### src/design/nls_pkg.sv
// Shared types and codes for the nearest level search block.
package nls_pkg;

  // Input opcodes
  localparam logic OP_WRITE = 1'b0;
  localparam logic OP_QUERY = 1'b1;

  // Controller states
  typedef enum logic [2:0] {
    S_IDLE,
    S_CK_LO,
    S_CK_HI,
    S_MID,
    S_CK_MID,
    S_CK_NBL,
    S_CK_NBH,
    S_DONE
  } nls_state_e;

  // Table read address source
  typedef enum logic [2:0] {
    RD_ZERO,
    RD_LAST,
    RD_MID,
    RD_MIDM1,
    RD_MIDP1
  } nls_rd_sel_e;

  // Result source
  typedef enum logic [2:0] {
    RES_ZERO,
    RES_LAST,
    RES_MID,
    RES_PICK_LO,
    RES_PICK_HI
  } nls_res_sel_e;

  // Commands from controller to datapath
  typedef struct packed {
    logic         wr_en;
    logic         load_query;
    logic         rd_en;
    nls_rd_sel_e  rd_sel;
    logic         init_ij;
    logic         set_j_mid;
    logic         set_i_mid1;
    logic         load_mid;
    logic         save_m;
    logic         res_load;
    nls_res_sel_e res_sel;
    logic         out_load;
  } nls_cmd_t;

  // Status from datapath to controller
  typedef struct packed {
    logic v_le;
    logic v_ge;
    logic v_eq;
    logic v_lt;
    logic v_gt;
    logic i_lt_j;
    logic mid_gt0;
    logic mid_lt_last;
    logic out_free;
  } nls_status_t;

endpackage

### src/design/nls_ctrl.sv
// Controller state machine for the nearest level search.
module nls_ctrl (
  input  logic                clk_i,
  input  logic                rst_ni,
  input  logic                in_valid_i,
  input  logic                opcode_i,
  output logic                in_ready_o,
  input  nls_pkg::nls_status_t status_i,
  output nls_pkg::nls_cmd_t   cmd_o
);
  import nls_pkg::*;

  nls_state_e state_q, state_d;
  logic       in_fire;

  assign in_ready_o = (state_q == S_IDLE);
  assign in_fire    = in_valid_i && in_ready_o;

  // State register
  always_ff @(posedge clk_i or negedge rst_ni) begin
    if (!rst_ni) begin
      state_q <= S_IDLE;
    end else begin
      state_q <= state_d;
    end
  end

  // Next state
  always_comb begin
    state_d = state_q;
    unique case (state_q)
      S_IDLE: begin
        if (in_fire && (opcode_i == OP_QUERY)) state_d = S_CK_LO;
      end
      S_CK_LO:  state_d = status_i.v_le ? S_DONE : S_CK_HI;
      S_CK_HI:  state_d = status_i.v_ge ? S_DONE : S_MID;
      S_MID:    state_d = status_i.i_lt_j ? S_CK_MID : S_DONE;
      S_CK_MID: begin
        if (status_i.v_eq) begin
          state_d = S_DONE;
        end else if (status_i.v_lt) begin
          state_d = status_i.mid_gt0 ? S_CK_NBL : S_MID;
        end else begin
          state_d = status_i.mid_lt_last ? S_CK_NBH : S_MID;
        end
      end
      S_CK_NBL: state_d = status_i.v_gt ? S_DONE : S_MID;
      S_CK_NBH: state_d = status_i.v_lt ? S_DONE : S_MID;
      S_DONE: begin
        if (status_i.out_free) state_d = S_IDLE;
      end
      default:  state_d = S_IDLE;
    endcase
  end

  // Command outputs
  always_comb begin
    cmd_o         = '0;
    cmd_o.rd_sel  = RD_ZERO;
    cmd_o.res_sel = RES_ZERO;
    unique case (state_q)
      S_IDLE: begin
        cmd_o.wr_en = in_fire && (opcode_i == OP_WRITE);
        if (in_fire && (opcode_i == OP_QUERY)) begin
          cmd_o.load_query = 1'b1;
          cmd_o.rd_en      = 1'b1;
          cmd_o.rd_sel     = RD_ZERO;
        end
      end
      S_CK_LO: begin
        if (status_i.v_le) begin
          cmd_o.res_load = 1'b1;
          cmd_o.res_sel  = RES_ZERO;
        end else begin
          cmd_o.rd_en  = 1'b1;
          cmd_o.rd_sel = RD_LAST;
        end
      end
      S_CK_HI: begin
        if (status_i.v_ge) begin
          cmd_o.res_load = 1'b1;
          cmd_o.res_sel  = RES_LAST;
        end else begin
          cmd_o.init_ij = 1'b1;
        end
      end
      S_MID: begin
        if (status_i.i_lt_j) begin
          cmd_o.load_mid = 1'b1;
          cmd_o.rd_en    = 1'b1;
          cmd_o.rd_sel   = RD_MID;
        end else begin
          cmd_o.res_load = 1'b1;
          cmd_o.res_sel  = RES_MID;
        end
      end
      S_CK_MID: begin
        cmd_o.save_m = 1'b1;
        if (status_i.v_eq) begin
          cmd_o.res_load = 1'b1;
          cmd_o.res_sel  = RES_MID;
        end else if (status_i.v_lt) begin
          if (status_i.mid_gt0) begin
            cmd_o.rd_en  = 1'b1;
            cmd_o.rd_sel = RD_MIDM1;
          end else begin
            cmd_o.set_j_mid = 1'b1;
          end
        end else begin
          if (status_i.mid_lt_last) begin
            cmd_o.rd_en  = 1'b1;
            cmd_o.rd_sel = RD_MIDP1;
          end else begin
            cmd_o.set_i_mid1 = 1'b1;
          end
        end
      end
      S_CK_NBL: begin
        if (status_i.v_gt) begin
          cmd_o.res_load = 1'b1;
          cmd_o.res_sel  = RES_PICK_LO;
        end else begin
          cmd_o.set_j_mid = 1'b1;
        end
      end
      S_CK_NBH: begin
        if (status_i.v_lt) begin
          cmd_o.res_load = 1'b1;
          cmd_o.res_sel  = RES_PICK_HI;
        end else begin
          cmd_o.set_i_mid1 = 1'b1;
        end
      end
      S_DONE: begin
        cmd_o.out_load = status_i.out_free;
      end
      default: begin
        cmd_o = '0;
      end
    endcase
  end

endmodule

### config.mk
export PLATFORM = sky130hd
export DESIGN_NAME = nls_ctrl
export DESIGN_NICKNAME = d
export VERILOG_FILES = /design/src/design/nls_pkg.sv /design/src/design/nls_ctrl.sv
export SDC_FILE = /design/constraint.sdc
export NUM_CORES = 1
export LEC_CHECK = 0
export BUFFER_PORTS_ARGS = -buffer_cell sky130_fd_sc_hd__buf_4
export CAP_MARGIN = 20
export CORE_AREA = 2 2 39 41
export DETAILED_ROUTE_END_ITERATION = 16
export DIE_AREA = 0 0 41 43
export PLACE_DENSITY = 0.66
export RECOVER_POWER = 100
export SYNTH_ARGS = -nofsm -noshare
export SYNTH_HDL_FRONTEND = slang
export SYNTH_SLANG_ARGS = --single-unit
### constraint.sdc
create_clock -name clk_i -period 4.05 [get_ports clk_i]
set_input_delay 0.81 -clock clk_i [delete_from_list [all_inputs] [get_ports clk_i]]
set_output_delay 0.81 -clock clk_i [all_outputs]
set_load 0.05 [all_outputs]
* After elaboration in Yosys (flattened, before gate mapping)
Index checks and enable logic that the tools add are counted.
** Cells by class
- Equality and inequality tests :: 9
- Multiplexer cells :: 43
- Bitwise logic cells :: 1
- Reduce and logical (&&, ||, !) cells :: 5
** Operators by type and width (number)
- 4-bit 2-to-1 mux :: 12
- 3-bit 2-to-1 mux :: 10
- 3-bit case mux with 8 select lines :: 1
- 4-bit case mux with 6 select lines :: 1
- 4-bit case mux with 4 select lines :: 1
- 3-bit == test (second input constant) :: 4
- 1-bit 2-to-1 mux :: 12
- 3-bit by 2-bit == test with 1-bit output (second input constant) :: 2
- 2-bit 2-to-1 mux :: 3
- 5-bit 2-to-1 mux :: 1
- 1-bit case mux with 2 select lines :: 2
- 3-bit by 1-bit == test with 1-bit output (second input constant) :: 1
- 1-bit logical AND :: 3
- 3-bit logical NOT :: 1
- 2-bit by 1-bit != test with 1-bit output (second input constant) :: 1
- 2-bit != test (second input constant) :: 1
- 2-bit AND reduction :: 1
- 1-bit inverter :: 1
** Word-level totals
- Register bits after elaboration :: 3
- Bits of input ports :: 13
- Output and inout bits :: 17

* Logic depth before layout (Yosys ltp)
- Depth in word-level cells :: 5
- Depth in mapped cells :: 5

* Worst setup path after synthesis
OpenSTA, ideal clock, no wires.
- Path kind :: input -> output
- From :: in status_i[3] (netlist name)
- To :: out cmd_o[4] (netlist name)
- Arrival :: 2653 ps
- Data required time :: 3240 ps
- Slack :: 587 ps
- Cell stages on the path :: 2
- Cell sequence :: o32ai_1 > nand2b_1
** RTL lines
- start, declared :: RTL line nls_ctrl.sv:8 : input nls_pkg::nls_status_t status_i,
- end, declared :: RTL line nls_ctrl.sv:9 : output nls_pkg::nls_cmd_t cmd_o

==> out/summary.txt <==
Hold Vio Cnt, Final: 0
CTS tree: done
Hold crit path type: in -> async
Async S/R FF share, synth: 100%
Layout cell share with drive strength beyond 1: 15.9%
# IOs: 30
Number of vias in the routed layout: 575
Clock share of power: 11.5%
Die area: 1760 µm²
H-tree levels: 1
Post-Synth Simple-Gate Area: 43.6%
Worst IR Drop VDD: 0.000234 V
Largest net degree at the start of global routing: 18
Synth Area in Compound Gates: 25.1%
Hold Buf Count CTS: 0
Synth cell types: 32
Sequential share of power: 21.3%
Post-synth EDFFs: 0
RSZ-0062 raised after global routing: false
Mapped Area: 433 µm²
Setup TNS: 0 ns
Commonest non-fill, non-tap cell in the layout: clkbuf_1
Most frequent cells in the layout: clkbuf_1 (20), buf_4 (10), nor2_1 (7)
Multi-input gate area: 315 µm²
First-pass GRT wire length: 2010 µm
FF-to-FF path depth: 3
Core Util, Final: 43.5%
Post-Syn Instances: 59
Gr ovfl total: 0
Area growth syn-to-layout: 39.0%
Slew margin rel.: 59.9%
Max frequency: 328 MHz
Post-route minimum period: 3.05 ns
XOR/XNOR Fraction of Synth Area: 0%
Synth Area in Adders: 0%
Clock transition at path regs: 0.04 ns
Sinks on Clock Net: 3
Sequential cell area fraction in the yosys report: 17.3%
Most flops, register: state_q
Mapped Nets: 72
Initial Util: 31.3%
Die Ht: 43 µm
Post-synthesis mux area share: 4.62%
Flops & latches, synth: 3
# setup viols final: 0
RR Startpoint: state_q[2]$_DFFE_PN0P_
# fillers: 178
Final wirelength: 1290 µm
Number of global-route vias before repair: 508
Status: finished, final reports clean
Dpl cells: 100
Die W: 41 µm
Post-CTS Setup Inserts: 0
Core area: 1380 µm²
Share of the synthesized area in the top cell type: 17.3%
Initial DRT Pass Iterations: 4
Register Area: 75.1 µm²
Setup slack, reg-to-reg: 2.41 ns
Power per standard cell area: 749 nW/µm²
Crit path kind: reg -> out
Max reg flops: 3
Post-DP HPWL: 973 µm
Max-cap violation count: 0
Post-Layout Cell Count: 104
WL/cell: 12.4 µm
Clock root buffer: clkbuf_4
Worst Setup End Kind: output pin
Power share of the combinational group: 67.2%
Antenna viol nets, final: 0
Initial drt markers: 14
Num CTS Buffers: 3
Dominant cell type by area after synthesis: dfrtp_1
Post-Route Skew: 0.00354 ns
Num rows: 14
PortBufs: 29
Number of remaining DRC errors: 0
Largest regs: state_q: 3 flops
Nets: 102
Critical path capture point: cmd_o[13]
CTS max path bufs: 2
Synth area leaders: dfrtp_1 (17%), nor2_1 (6.1%), nand2b_1 (5.8%)
Net switching power: 290 µW
Synth Area per Inst: 7.34 µm²
GRT Resource Usage Total: 16.5%
Yosys warns: 0
Crit path DAT: 2.24 ns
Vias per cell: 5.53
Largest family of logic cells by synthesized area: simple AND/OR/NAND/NOR gates
Worst Max-Slew Pin Slew: 0.605 ns
P_int: 161 µW
Period utilization: 75.4%
Main synth FF type: dfrtp_1
Initial antenna violation count: 0
Worst-Skew Late Latency: 0.23 ns
Sw Share: 64.3%
Worst Path Max Fanout: 17
Worst setup path start: state_q[2]$_DFFE_PN0P_
Number of diodes: 0
RR Endpoint: state_q[0]$_DFFE_PN0P_
Critical Path RT: 3.24 ns
Routability cong.: 0.697
Leakage: 0.276 nW
Worst setup SP type: flop
Slew Viols, Final: 0
Post-cts gate resize count: 0
==> per-layer routing <==
| layer | vias up | global-route usage, % | wire [µm] |
|---|---|---|---|
| li1 | 278 | - | - |
| met3 | 0 | 6.28 | 112 |
| met5 | - | 0 | 0 |
| met1 | 270 | 21.0 | 550 |
| met4 | 0 | 6.00 | 0 |
| met2 | 27 | 24.4 | 623 |
==> how the worst min path moves through the flow <==
stage / start / end / cells past startpoint
final: rst_ni / state_q[2]$_DFFE_PN0P_ / 1
after global routing: rst_ni / state_q[2]$_DFFE_PN0P_ / 1
after CTS: rst_ni / state_q[2]$_DFFE_PN0P_ / 1
after detailed placement: rst_ni / state_q[1]$_DFFE_PN0P_ / 1
after global placement: rst_ni / state_q[1]$_DFFE_PN0P_ / 1
after floorplan: rst_ni / state_q[0]$_DFFE_PN0P_ / 0
==> power groups by stage <==
| stage | sequential, mW | clock [mW] | combinational (mW) |
|---|---|---|---|
| final | 0.0960 | 0.0520 | 0.303 |
| after detailed placement | 0.0958 | 0 | 0.342 |
| after global routing | 0.103 | 0.0581 | 0.325 |
| after global placement | 0.0986 | 0 | 0.341 |
| after floorplan | 0.0512 | 0 | 0.297 |
| after CTS | 0.0959 | 0.0545 | 0.343 |
==> logic make-up after synthesis <==
family / count (synthesis)
AO/OA/AOI/OAI: 15
buffers and inverters: 9
flip-flops: 3
multiplexers: 2
AND/OR/NAND/NOR: 30
==> worst max-delay path, stage by stage, from the launching register on <==
cell      delay, ns
dfrtp_1        0.65
or3b_1         0.51
nor3b_4        0.24
or3_1          0.14
clkbuf_1       0.46
==> synth_stat cells, drive strengths merged, types with 2 or more instances <==
library cell and n:
nand2 3, mux2i 2, inv 5, nand3 3, buf 3, nand2b 4, a211oi 2, a21oi 4
dfrtp 3, nor3b 3, nor2 7, or3 2
==> per-stage QoR <==
stage               cell area, µm²  hold slack (ns)  total power, mW  setup slack (ns)
detailed placement             649            0.600            0.438              1.43
global placement               649            0.598            0.440              1.45
floorplan                      433            0.514            0.349             0.587
finish                         602            0.371            0.451             0.997
global route                   602            0.362            0.487             0.865
CTS                            676            0.349            0.493              1.32
==> final cells by class <==
cell class	instances	area share (%)
Clock buffer	4	4.37
Inverter	5	3.12
Multi-Input combinational cell	47	52.4
Sequential cell	3	12.5
Tap cell	16	3.33
Timing Repair Buffer	29	24.3
Note: power is estimated with default switching activity, not from simulation.
